<file path="src/hdl/fuzzy_membership_evaluator_defines.svh">
// ----------------------------------------------------------------------------
// fuzzy membership evaluator assertion macros
// immediate-style wrappers around concurrent properties, empty when SYNTH
// ----------------------------------------------------------------------------
`ifndef FUZZY_MEMBERSHIP_EVALUATOR_DEFINES_SVH
`define FUZZY_MEMBERSHIP_EVALUATOR_DEFINES_SVH

`ifndef SYNTH
// same-cycle implication
`define FME_ASSERT_IMPL(label, clk, rst_n, ante, cons) \
  label: assert property (@(posedge clk) disable iff (!rst_n) (ante) |-> (cons)) \
    else $error("fme assertion failed");
// next-cycle implication
`define FME_ASSERT_NEXT(label, clk, rst_n, ante, cons) \
  label: assert property (@(posedge clk) disable iff (!rst_n) (ante) |=> (cons)) \
    else $error("fme assertion failed");
`else
`define FME_ASSERT_IMPL(label, clk, rst_n, ante, cons)
`define FME_ASSERT_NEXT(label, clk, rst_n, ante, cons)
`endif

`endif

</file>
<file path="src/hdl/fme_pkg.sv">
// ----------------------------------------------------------------------------
// fme_pkg
// widths, codes and pipeline payload types of the membership evaluator
// ----------------------------------------------------------------------------
package fme_pkg;

  localparam int SAMPLE_WIDTH = 16;
  localparam int FRAC_BITS    = 15;

  // differences of two samples need one more bit
  localparam int DIFF_W = SAMPLE_WIDTH + 1;
  // positive slope operands fit in SAMPLE_WIDTH unsigned bits
  localparam int MAG_W  = SAMPLE_WIDTH;
  // degree holds 0 .. 1.0 inclusive
  localparam int DEG_W  = FRAC_BITS + 1;

  localparam int DIV_STAGES     = 5;
  localparam int BITS_PER_STAGE = (FRAC_BITS + DIV_STAGES - 1) / DIV_STAGES;
  localparam int QUO_W          = DIV_STAGES * BITS_PER_STAGE;
  localparam int QUO_SHIFT      = QUO_W - FRAC_BITS;

  localparam logic [DEG_W-1:0] DEGREE_ONE  = DEG_W'(1) << FRAC_BITS;
  localparam logic [DEG_W-1:0] DEGREE_ZERO = '0;

  localparam int SHAPE_W = 2;
  localparam int INDEX_W = 3;

  typedef enum logic [SHAPE_W-1:0] {
    SHAPE_RISE  = 2'd0,
    SHAPE_FALL  = 2'd1,
    SHAPE_TRI   = 2'd2,
    SHAPE_TRAP  = 2'd3
  } shape_t;

  typedef enum logic [INDEX_W-1:0] {
    REG_SHAPE   = 3'd0,
    REG_POINT_A = 3'd1,
    REG_POINT_B = 3'd2,
    REG_POINT_C = 3'd3,
    REG_POINT_D = 3'd4
  } reg_index_t;

  typedef struct packed {
    shape_t                          shape;
    logic signed [SAMPLE_WIDTH-1:0]  point_a;
    logic signed [SAMPLE_WIDTH-1:0]  point_b;
    logic signed [SAMPLE_WIDTH-1:0]  point_c;
    logic signed [SAMPLE_WIDTH-1:0]  point_d;
  } fme_cfg_t;

  // payload carried down the divider pipeline
  typedef struct packed {
    logic              slope;   // degree comes from the quotient
    logic [DEG_W-1:0]  fixed;   // degree when no slope is taken
    logic [MAG_W-1:0]  rem;     // partial remainder, below den when slope is set
    logic [MAG_W-1:0]  den;
    logic [QUO_W-1:0]  quo;
  } fme_div_t;

endpackage

</file>
<file path="src/hdl/fme_decode.sv">
// ----------------------------------------------------------------------------
// fme_decode
// first pipeline stage: breakpoint compares, segment select, slope operands
// ----------------------------------------------------------------------------
module fme_decode (
  input  logic                             clk,
  input  logic                             rst_n,
  input  logic                             adv,
  input  logic                             in_valid,
  input  logic signed [fme_pkg::SAMPLE_WIDTH-1:0] in_sample,
  input  fme_pkg::fme_cfg_t                cfg,
  output logic                             valid_r,
  output fme_pkg::fme_div_t                data_r
);
  import fme_pkg::*;

  logic signed [SAMPLE_WIDTH-1:0] x;
  logic signed [DIFF_W-1:0]       x_a, b_x, b_a, c_x, c_b, d_x, d_c;
  logic signed [DIFF_W-1:0]       num, den;
  logic                           take_slope;
  logic [DEG_W-1:0]               fixed;
  fme_div_t                       data_nxt;

  assign x   = in_sample;
  assign x_a = DIFF_W'(x) - DIFF_W'(cfg.point_a);
  assign b_x = DIFF_W'(cfg.point_b) - DIFF_W'(x);
  assign b_a = DIFF_W'(cfg.point_b) - DIFF_W'(cfg.point_a);
  assign c_x = DIFF_W'(cfg.point_c) - DIFF_W'(x);
  assign c_b = DIFF_W'(cfg.point_c) - DIFF_W'(cfg.point_b);
  assign d_x = DIFF_W'(cfg.point_d) - DIFF_W'(x);
  assign d_c = DIFF_W'(cfg.point_d) - DIFF_W'(cfg.point_c);

  always_comb begin
    take_slope = 1'b0;
    fixed      = DEGREE_ZERO;
    num        = x_a;
    den        = b_a;
    unique case (cfg.shape)
      SHAPE_RISE: begin
        if (x <= cfg.point_a) fixed = DEGREE_ZERO;
        else if (x >= cfg.point_b) fixed = DEGREE_ONE;
        else take_slope = 1'b1;
      end
      SHAPE_FALL: begin
        num = b_x;
        if (x <= cfg.point_a) begin
          fixed = DEGREE_ONE;
        end else if (x >= cfg.point_b) begin
          fixed = DEGREE_ZERO;
        end else begin
          take_slope = 1'b1;
        end
      end
      SHAPE_TRI: begin
        if (x <= cfg.point_a) begin
          fixed = DEGREE_ZERO;
        end else if (x == cfg.point_b) begin
          fixed = DEGREE_ONE;
        end else if (x < cfg.point_b) begin
          take_slope = 1'b1;
        end else if (x >= cfg.point_c) begin
          fixed = DEGREE_ZERO;
        end else begin
          take_slope = 1'b1;
          num        = c_x;
          den        = c_b;
        end
      end
      SHAPE_TRAP: begin
        if (x <= cfg.point_a) begin
          fixed = DEGREE_ZERO;
        end else if (x >= cfg.point_b && x <= cfg.point_c) begin
          fixed = DEGREE_ONE;
        end else if (x < cfg.point_b) begin
          take_slope = 1'b1;
        end else if (x >= cfg.point_d) begin
          fixed = DEGREE_ZERO;
        end else begin
          take_slope = 1'b1;
          num        = d_x;
          den        = d_c;
        end
      end
      default: begin
        fixed = DEGREE_ZERO;
      end
    endcase
    // non-positive operands give zero
    if (take_slope && (num <= 0 || den <= 0)) begin
      take_slope = 1'b0;
      fixed      = DEGREE_ZERO;
    end
    data_nxt.slope = take_slope;
    data_nxt.fixed = fixed;
    data_nxt.rem   = num[MAG_W-1:0];
    data_nxt.den   = den[MAG_W-1:0];
    data_nxt.quo   = '0;
  end

  always_ff @(posedge clk) begin
    if (!rst_n) begin
      valid_r <= 1'b0;
    end else if (adv) begin
      valid_r <= in_valid;
    end
  end

  always_ff @(posedge clk) begin
    if (adv) begin
      data_r <= data_nxt;
    end
  end

endmodule

</file>
<file path="src/hdl/fme_div_stage.sv">
// ----------------------------------------------------------------------------
// fme_div_stage
// one restoring division stage, BITS_PER_STAGE quotient bits per clock when adv is high
// ----------------------------------------------------------------------------
module fme_div_stage (
  input  logic              clk,
  input  logic              rst_n,
  input  logic              adv,
  input  logic              in_valid,
  input  fme_pkg::fme_div_t in_data,
  output logic              valid_r,
  output fme_pkg::fme_div_t data_r
);
  import fme_pkg::*;

  fme_div_t         data_nxt;
  logic [MAG_W:0]   rem_sh;

  always_comb begin
    data_nxt = in_data;
    rem_sh   = '0;
    for (int i = 0; i < BITS_PER_STAGE; i++) begin
      rem_sh = {data_nxt.rem, 1'b0};
      if (rem_sh >= {1'b0, data_nxt.den}) begin
        rem_sh       = rem_sh - {1'b0, data_nxt.den};
        data_nxt.quo = {data_nxt.quo[QUO_W-2:0], 1'b1};
      end else begin
        data_nxt.quo = {data_nxt.quo[QUO_W-2:0], 1'b0};
      end
      data_nxt.rem = rem_sh[MAG_W-1:0];
    end
  end

  always_ff @(posedge clk) begin
    if (!rst_n) begin
      valid_r <= 1'b0;
    end else if (adv) begin
      valid_r <= in_valid;
    end
  end

  always_ff @(posedge clk) begin
    if (adv) begin
      data_r <= data_nxt;
    end
  end

endmodule

</file>
<file path="src/hdl/fuzzy_membership_evaluator.sv">
// ----------------------------------------------------------------------------
// fuzzy_membership_evaluator
// trapezoidal-family membership degree of a signed sample, Q1.15 result
// ----------------------------------------------------------------------------
// usage
//   config: cfg_valid/cfg_ready write cfg_data to register cfg_index
//     (0 shape, 1..4 breakpoints a..d); cfg_ready is always high, write only
//     while no transaction is in flight
//   input: one sample per transaction on in_valid/in_stall/in_sample
//   output: one degree per sample on out_valid/out_stall/out_degree,
//     0 .. 32768 where 32768 is 1.0
//   pipeline: the decode register loads at the accepting edge, then five
//     divider stages of three quotient bits each and one output register
//     follow
//   throughput: one sample per cycle unless stalled, set by the pipelined restoring divider
//   stall: each stage moves when it is empty or the one after it moves, so
//     bubbles squeeze out; in_stall rises only when every stage is full and
//     out_stall is high
//   reset: synchronous active low, clears all stage valid bits and sets the
//     configuration registers to zero (rising ramp, all breakpoints 0)
// ----------------------------------------------------------------------------
`include "fuzzy_membership_evaluator_defines.svh"

module fuzzy_membership_evaluator (
  input  logic                                  clk,
  input  logic                                  rst_n,
  // configuration channel
  input  logic                                  cfg_valid,
  output logic                                  cfg_ready,
  input  logic [fme_pkg::INDEX_W-1:0]           cfg_index,
  input  logic [fme_pkg::SAMPLE_WIDTH-1:0]      cfg_data,
  // sample channel
  input  logic                                  in_valid,
  output logic                                  in_stall,
  input  logic signed [fme_pkg::SAMPLE_WIDTH-1:0] in_sample,
  // result channel
  output logic                                  out_valid,
  input  logic                                  out_stall,
  output logic [fme_pkg::DEG_W-1:0]             out_degree
);
  import fme_pkg::*;

  // configuration registers
  fme_cfg_t cfg_r;

  // stage 0 is decode, stages 1..DIV_STAGES are divider stages
  logic     stage_valid [0:DIV_STAGES];
  fme_div_t stage_data  [0:DIV_STAGES];
  // adv[i] lets stage i load, adv[DIV_STAGES+1] lets the output register load
  logic     adv [0:DIV_STAGES+1];

  logic             out_valid_r;
  logic [DEG_W-1:0] out_degree_r;
  logic [DEG_W-1:0] degree_nxt;
  logic [QUO_W-1:0] quo_scaled;

  // register writes, always accepted
  assign cfg_ready = 1'b1;

  always_ff @(posedge clk) begin
    if (!rst_n) begin
      cfg_r <= '{shape: SHAPE_RISE, default: '0};
    end else if (cfg_valid && cfg_ready) begin
      unique case (cfg_index)
        REG_SHAPE:   cfg_r.shape   <= shape_t'(cfg_data[SHAPE_W-1:0]);
        REG_POINT_A: cfg_r.point_a <= cfg_data;
        REG_POINT_B: cfg_r.point_b <= cfg_data;
        REG_POINT_C: cfg_r.point_c <= cfg_data;
        REG_POINT_D: cfg_r.point_d <= cfg_data;
        default: begin
          // indexes past the list are ignored
        end
      endcase
    end
  end

  // backward flow control: a stage loads when it is empty or drains
  always_comb begin
    adv[DIV_STAGES+1] = !out_valid_r || !out_stall;
    for (int i = DIV_STAGES; i >= 0; i--) begin
      adv[i] = !stage_valid[i] || adv[i+1];
    end
  end

  assign in_stall = !adv[0];

  fme_decode u_decode (
    .clk       (clk),
    .rst_n     (rst_n),
    .adv       (adv[0]),
    .in_valid  (in_valid),
    .in_sample (in_sample),
    .cfg       (cfg_r),
    .valid_r   (stage_valid[0]),
    .data_r    (stage_data[0])
  );

  for (genvar g = 1; g <= DIV_STAGES; g++) begin : g_div
    fme_div_stage u_div (
      .clk      (clk),
      .rst_n    (rst_n),
      .adv      (adv[g]),
      .in_valid (stage_valid[g-1]),
      .in_data  (stage_data[g-1]),
      .valid_r  (stage_valid[g]),
      .data_r   (stage_data[g])
    );
  end

  // slope: drop the extra quotient bits, then saturate to 1.0; else the fixed degree
  always_comb begin
    quo_scaled = stage_data[DIV_STAGES].quo >> QUO_SHIFT;
    if (stage_data[DIV_STAGES].slope) begin
      degree_nxt = DEG_W'(quo_scaled);
      if (degree_nxt > DEGREE_ONE) begin
        degree_nxt = DEGREE_ONE;
      end
    end else begin
      degree_nxt = stage_data[DIV_STAGES].fixed;
    end
  end

  // output register, holds while the receiver stalls
  always_ff @(posedge clk) begin
    if (!rst_n) begin
      out_valid_r <= 1'b0;
    end else if (adv[DIV_STAGES+1]) begin
      out_valid_r <= stage_valid[DIV_STAGES];
    end
  end

  always_ff @(posedge clk) begin
    if (adv[DIV_STAGES+1]) begin
      out_degree_r <= degree_nxt;
    end
  end

  assign out_valid  = out_valid_r;
  assign out_degree = out_degree_r;

  // input side only stalls when the whole pipe is blocked at the output
  `FME_ASSERT_IMPL(a_stall_source, clk, rst_n, in_stall, out_valid && out_stall)
  // degree never exceeds 1.0
  `FME_ASSERT_IMPL(a_degree_range, clk, rst_n, out_valid, out_degree <= DEGREE_ONE)
  // divider remainder stays below the divisor at the last stage
  `FME_ASSERT_IMPL(a_rem_below_den, clk, rst_n,
    stage_valid[DIV_STAGES] && stage_data[DIV_STAGES].slope,
    stage_data[DIV_STAGES].rem < stage_data[DIV_STAGES].den)

endmodule
</file>
<file path="config.mk">
export PLATFORM = sky130hd
export DESIGN_NAME = fuzzy_membership_evaluator
export DESIGN_NICKNAME = d
export VERILOG_FILES = /design/src/hdl/fme_pkg.sv /design/src/hdl/fme_decode.sv /design/src/hdl/fme_div_stage.sv /design/src/hdl/fuzzy_membership_evaluator.sv
export VERILOG_INCLUDE_DIRS = /design/src /design/src/hdl
export SDC_FILE = /design/constraint.sdc
export NUM_CORES = 1
export LEC_CHECK = 0
export BUFFER_PORTS_ARGS = -buffer_cell sky130_fd_sc_hd__buf_2
export CELL_PAD_IN_SITES_DETAIL_PLACEMENT = 0
export CELL_PAD_IN_SITES_GLOBAL_PLACEMENT = 2
export CORE_UTILIZATION = 40
export DETAILED_ROUTE_END_ITERATION = 7
export PLACE_DENSITY = 0.79
export SLEW_MARGIN = 20
export SYNTH_ARGS = -nofsm -noshare
export SYNTH_HDL_FRONTEND = slang
export SYNTH_SLANG_ARGS = --single-unit
</file>
<file path="constraint.sdc">
create_clock -name clk -period 9.2 [get_ports clk]
set_input_delay 1.84 -clock clk [delete_from_list [all_inputs] [get_ports clk]]
set_output_delay 1.84 -clock clk [all_outputs]
set_load 0.05 [all_outputs]
</file>
==> impl_metrics.toml, run 1 <==
[min_path]
whs_path_depth = 0
hold_path_class = "reg2reg"

[clocking]
path_clk_slew_ps = 60
root_buffer = "clkbuf_16"
clock_sinks = 306
htreeDepth = 2
cts_made_buffers = 37
cts_tree = "yes"
max-clock-path-buffers = 3
clk_latency_ps = 570

[floorplan]
core-area_um2 = 70510
start_util_pct = 40.72
die_area_um2 = 72860
die_y_um = 269.9
row_count = 97
die_w_um = 269.9
ios = 59

[synth]
synth_edf_count = 233
synthDistinctLibCells = 106
yosysWarnings = 0
yosys.area.top_type = "edfxtp_1"
synth_ff_type = "edfxtp_1"
synth_top_area_share_pct = 24.36
avgSynthCellArea_um2 = 8.819
ys_seq_area_share_pct = 29.45
synthTopCellsByArea = "edfxtp_1, ha_1, dfxtp_1"
synth_nets = 3650
async_reset_ff_share_pct = 0
ys_seq_elements = 306
synth_cells = 3256
syn_area_um2 = 28720

[sta]
hold_viol = 0
clock.fmax_mhz = 116.7
finalSetupViolCount = 0
rsz0062_at_grt = "false"
worst_pin_slew_ps = 1234
slew_headroom_pct = 17.09
setup-tns-final_ps = 0
finClkSkew_ps = 32.68
timing.final.crit_share_pct = 93.11
fin_crit_ps = 8566
slew_viol_final = 0

[grt]
grt_start_max_net_pins = 74
grt_pass1_vias = 24180
gr-usage-all-layers_pct = 25.43
grt_pass1_wl_um = 143200
grt_antenna_before_repair = 4
grt_overflow_total = 0

[worst_setup_path]
crit_top_cell = "o21ai_0"
cp.buffers_inverters = 1
worst_setup_path_start_kind = "flip-flop"
crit_start = "g_div[2].u_div.data_r[16]$_DFFE_PP_"
reg2reg_slack_ps = 630
cpPeakStageDelay_ps = 530
slowest_stage = "edfxtp_1"
crit_required_ps = 9510
crit_fanout = 19
worstSetupEndpointType = "flip-flop"
crit_type = "reg2reg"
rr_startpoint = "g_div[2].u_div.data_r[16]$_DFFE_PP_"
crit_family = "compound AO/OA/AOI/OAI gates"
rr_endpoint = "g_div[3].u_div.data_r[42]$_DFFE_PP_"
worst-path-stages = 34
crit_end = "g_div[3].u_div.data_r[42]$_DFFE_PP_"
ff2ff_path_depth = 34
crit_arrival_ps = 8870

[detailed_routing]
dr.pass1.iters = 5
via_per_inst = 5.760
routed_wl_um = 94210
wl_per_cell_um = 21.95
vias = 24720
drtAntennaViolNets = 0
drcViolationCount = 0
drtIter0Drc = 1670

[placed_design]
io_buffers = 57
dp_hpwl_um = 77220
place_congestion = 0.9639

[job]
cap_violations = 0

[final_layout]
area_growth_syn_to_layout_pct = 9.333
layout.nets = 3716
drive_gt1_share_pct = 9.582

[status]
outcome = "finished clean"
==> placed cells by master, fill, tap and decap left out, types with 17 or more instances in the layout <==
cell type	n
ha_1	342
nand2_1	314
inv_1	243
a21oi_1	238
edfxtp_1	233
nor2_1	231
o21ai_0	159
xnor2_1	153
a21o_1	118
xor2_1	100
mux2_2	93
nor3_1	78
a21boi_0	78
dfxtp_1	73
buf_2	56
nand3_1	53
o21a_1	53
nor2b_1	50
nand4_1	46
nand2b_1	46
clkbuf_16	37
buf_4	37
o21bai_1	28
and3_1	27
or3_1	27
or2_2	26
a31oi_1	25
and2_1	24
o211ai_1	23
o221ai_1	20
mux2i_1	20
a211oi_1	18
nor4_1	17
==> area by class of cell <==
cell class                 instances  area [um2]
sequential                       306        8458
timing repair buffer              94       569.3
clock inverter                    16       175.2
tap                              940        1176
fill                            6909       39120
antenna                            2       5.005
timing repair inverter             1       5.005
multi-input combinational       2636       19040
inverter                         246       927.1
clock buffer                      51        1039
==> synthesized netlist by cell type (all sizes together) (6+ instances only) <==
cell     count
dfxtp       73
o31a         9
o311ai       9
nand2      317
buf         22
edfxtp     233
or2         26
xor2       100
mux2       102
a22oi       10
and3        27
ha         342
o21ai      170
a211oi      20
a21boi      84
nand2b      46
a21oi      241
clkbuf      46
or3         27
inv        245
a211o       14
nand4       47
nand3       54
mux2i       20
o221ai      20
fa          12
and4         6
o22ai        9
a2111oi      6
and2        25
nor4        19
a21o       118
a31o         9
xnor2      153
nor2b       51
o211ai      25
o31ai       16
o41ai        7
nor3        79
o21bai      28
a31oi       27
a221o        6
o21a        53
nor2       231
==> routing by layer <==
layer	GRT usage (%)	vias up	share of wire (%)	wire, um
met2	41.38	685	45	42650
met1	34.70	11830	46	43380
met5	0	-	0	0
li1	-	12060	-	-
met4	9.270	0	3.8	3544
met3	2.694	141	4.9	4641
==> worst reg2reg max path, delay by kind of cell, from the launching register on <==
family | cells | cell delay [ps]
buffers and inverters | 1 | 190
AOI/OAI and AO/OA | 19 | 4360
and+or+nand+nor | 8 | 1450
adders and majority gates | 3 | 1000
DFF | 1 | 530
muxes | 2 | 630
xor gates and xnor gates | 1 | 160
==> per-stage QoR <==
stage / hold slack [ps] / instances / util, % / instance area [um2] / worst slack [ps]
6_report: 393.8 / 4292 / 44.53 / 31400 / 634.1
4_1_cts: 385.9 / 4281 / 44.40 / 31310 / 463.5
2_1_floorplan: 400.3 / 3256 / - / 28720 / 1130
3_5_place_dp: 404.5 / 4214 / 42.68 / 30100 / 525.8
5_1_grt: 400.2 / 4290 / 44.52 / 31390 / 54.62
3_3_place_gp: 400.7 / 4214 / 42.68 / 30100 / 674.3
==> state kept, by name, indices dropped and copies added, names as in the netlist <==
name and cells:
cfg_r 66, g_div.u_div.data_r 183, g_div.u_div.valid_r 5, out_degree 16
out_valid 1, u_decode.data_r 34, u_decode.valid_r 1
==> repair_timing <==
action / CTS / global route
setup endpoints to repair: 0 / 28
endpoints found under the hold margin: 0 / 0
buffers inserted: 0 / 8
resized for setup: 0 / 7
hold buffers: 0 / 0
==> worst min path at each step <==
| stage | startpoint | endpoint | slack (ps) |
|---|---|---|---|
| floorplan | u_decode.data_r[62]$_SDFFCE_PP0N_ | g_div[1].u_div.data_r[62]$_DFFE_PP_ | 400 |
| global placement | g_div[4].u_div.data_r[62]$_DFFE_PP_ | g_div[5].u_div.data_r[62]$_DFFE_PP_ | 400 |
| detailed placement | g_div[3].u_div.data_r[2]$_DFFE_PP_ | g_div[4].u_div.data_r[5]$_DFFE_PP_ | 400 |
| CTS | g_div[3].u_div.data_r[7]$_DFFE_PP_ | g_div[4].u_div.data_r[10]$_DFFE_PP_ | 390 |
| finish | g_div[3].u_div.data_r[7]$_DFFE_PP_ | g_div[4].u_div.data_r[10]$_DFFE_PP_ | 390 |
| global route | g_div[2].u_div.data_r[63]$_DFFE_PP_ | g_div[3].u_div.data_r[63]$_DFFE_PP_ | 400 |
==> logic make-up (layout without fill, tap and decap cells) <==
logic type | after synthesis | after routing | share of synthesized area, %
AOI/OAI and AO/OA | 933 | 933 | 21.86
xor gates and xnor gates | 253 | 253 | 7.716
adders and majority gates | 354 | 354 | 15.74
buffers and inverters | 314 | 408 | 4.305
DFF | 306 | 306 | 29.45
muxes | 122 | 122 | 4.749
other | 1 | 3 | 0.01306
and+or+nand+nor | 973 | 973 | 16.17
Power of run 1 is left out: the tool's default activity adds up to more than one toggle a clock period on the data nets, which glitch-free logic cannot reach.
==> inputs of run 2 (changes only) <==
--- a/config.mk
+++ b/config.mk
@@ -7,11 +7,12 @@
 export NUM_CORES = 1
 export LEC_CHECK = 0
 export BUFFER_PORTS_ARGS = -buffer_cell sky130_fd_sc_hd__buf_2
-export CELL_PAD_IN_SITES_DETAIL_PLACEMENT = 0
+export CELL_PAD_IN_SITES_DETAIL_PLACEMENT = 1
 export CELL_PAD_IN_SITES_GLOBAL_PLACEMENT = 2
 export CORE_UTILIZATION = 40
 export DETAILED_ROUTE_END_ITERATION = 7
 export PLACE_DENSITY = 0.79
+export REMOVE_ABC_BUFFERS = 1
 export SLEW_MARGIN = 20
 export SYNTH_ARGS = -nofsm -noshare
 export SYNTH_HDL_FRONTEND = slang
==> run 2 against run 1 <==
  * Worst hold slack improved by 2.8 ps
  * Critical endpoint is now g_div[1].u_div.data_r[36]$_DFFE_PP_
  * Sequential share of layout area is 0.22 points lower
  * Die area unchanged
  * Via count up 2.7%
==> impl_metrics.toml, run 2 (synthesized netlist as in run 1, its figures left out) <==
[status]
outcome = "finished clean"

[clocking]
cts_hold_buf = 0
max-clock-path-buffers = 3
htreeDepth = 2
clock_sinks = 306
clk_latency_ps = 600
path_clk_slew_ps = 60
root_buffer = "clkbuf_16"
cts_made_buffers = 40
cts_tree = "yes"

[min_path]
hold_path_class = "reg2reg"

[floorplan]
die_y_um = 269.9
start_util_pct = 40.72
ios = 59
core-area_um2 = 70510
row_count = 97
die_w_um = 269.9
die_area_um2 = 72860

[detailed_routing]
drcViolationCount = 0
drtIter0Drc = 1506
wl_per_cell_um = 24.08
via_per_inst = 5.907
routed_wl_um = 103500
drtAntennaViolNets = 0
dr.pass1.iters = 5
vias = 25390

[final_layout]
largest_reg_flops = 183
layout_common_cells = "ha_1, nand2_1, inv_1"
num-fill-cells = 8231
register_area_um2 = 8458
mostFrequentLayoutCell = "ha_1"
drive_gt1_share_pct = 10.25
top_regs = "g_div.u_div.data_r: 183 flops, cfg_r: 66 flops, u_decode.data_r: 34 flops"
final_util_pct = 44.88
regMostFlops = "g_div.u_div.data_r"
area_growth_syn_to_layout_pct = 10.21
layout.nets = 3719
multi_input_area_um2 = 19070

[sta]
worst_pin_slew_ps = 1186
finalSetupViolCount = 0
setup-tns-final_ps = 0
finClkSkew_ps = 42.19
slew_viol_final = 0
hold_viol = 0
clock.fmax_mhz = 116.0
timing.final.crit_share_pct = 93.69
slew_headroom_pct = 20.92
rsz0062_at_grt = "false"
fin_crit_ps = 8620

[grt]
grt_pass1_vias = 26200
grt_antenna_before_repair = 3
grt_pass1_wl_um = 157500
grt_start_max_net_pins = 74
gr-usage-all-layers_pct = 27.92
grt_overflow_total = 0

[worst_setup_path]
worst_setup_path_start_kind = "flip-flop"
crit_type = "reg2reg"
crit_fanout = 19
cpPeakStageDelay_ps = 440
slowest_stage = "edfxtp_1"
worstSetupEndpointType = "flip-flop"
crit_arrival_ps = 8930
crit_required_ps = 9510

[placed_design]
place_congestion = 0.9420
io_buffers = 57
dp_hpwl_um = 83370

[job]
cap_violations = 0
-- run 2: cell types whose count changed in the layout (fill, tap and decap cells not counted), sizes merged --
cell      change
buf           -1
bufinv        +2
clkbuf        -6
clkinvlp      +7
diode         -1
inv           +5
-- run 2: routing by layer --
| metal | track usage, % | share of wire [%] | wire, um | up-vias |
|---|---|---|---|---|
| met1 | 36.91 | 45 | 46970 | 12630 |
| li1 | - | - | - | 12060 |
| met5 | 0 | 0 | 0 | - |
| met2 | 46.92 | 47 | 48320 | 540 |
| met3 | 2.792 | 3.9 | 4069 | 163 |
| met4 | 10.41 | 4.0 | 4131 | 0 |
-- run 2: path summary, 6_finish.rpt --
path	startpoint	cells after the start	slack, ps	to
max	u_decode.data_r[16]$_DFFE_PN_	34	580	g_div[1].u_div.data_r[36]$_DFFE_PP_
min	g_div[2].u_div.data_r[62]$_DFFE_PP_	0	400	g_div[3].u_div.data_r[62]$_DFFE_PP_
max reg2reg	u_decode.data_r[16]$_DFFE_PN_	34	580	g_div[1].u_div.data_r[36]$_DFFE_PP_
min reg2reg	g_div[2].u_div.data_r[62]$_DFFE_PP_	0	400	g_div[3].u_div.data_r[62]$_DFFE_PP_
-- run 2: layout make-up --
class	instances	share of cell area (%)
diodes	1	0.007907
clock buffers	45	3.388
clock inverters	29	1.131
inverters	246	2.929
multi-input cells	2636	60.27
flip-flops and latches	306	26.72
well taps	940	3.716
repair buffers	93	1.803
repair inverters	2	0.03163
-- run 2: what timing repair did --
action                                  in CTS  in global routing
cloned                                       1                  1
buffers inserted                             0                  5
endpoints found under the setup margin       9                 42
pin swaps                                    0                  2
gates resized for setup                      2                 12
-- run 2: critical path, delay by kind of cell (launching register included) --
family,cells,cell delay (ps)
AOI/OAI and AO/OA,20,4590
adders and majority gates,3,1000
buffers and inverters,4,870
DFF,1,440
muxes,3,1060
and+or+nand+nor,4,380
-- run 2: stage by stage --
step	worst slack, ps	cell area [um2]	hold slack [ps]	cells
floorplan	811.4	28400	400.3	3188
global placement	565.6	30110	401.6	4216
detailed placement	39.17	30120	405.5	4216
CTS	10.04	31560	400.3	4291
global route	29.69	31650	410.8	4297
finish	580.4	31650	396.6	4298
Power of run 2 is left out for the same reason.
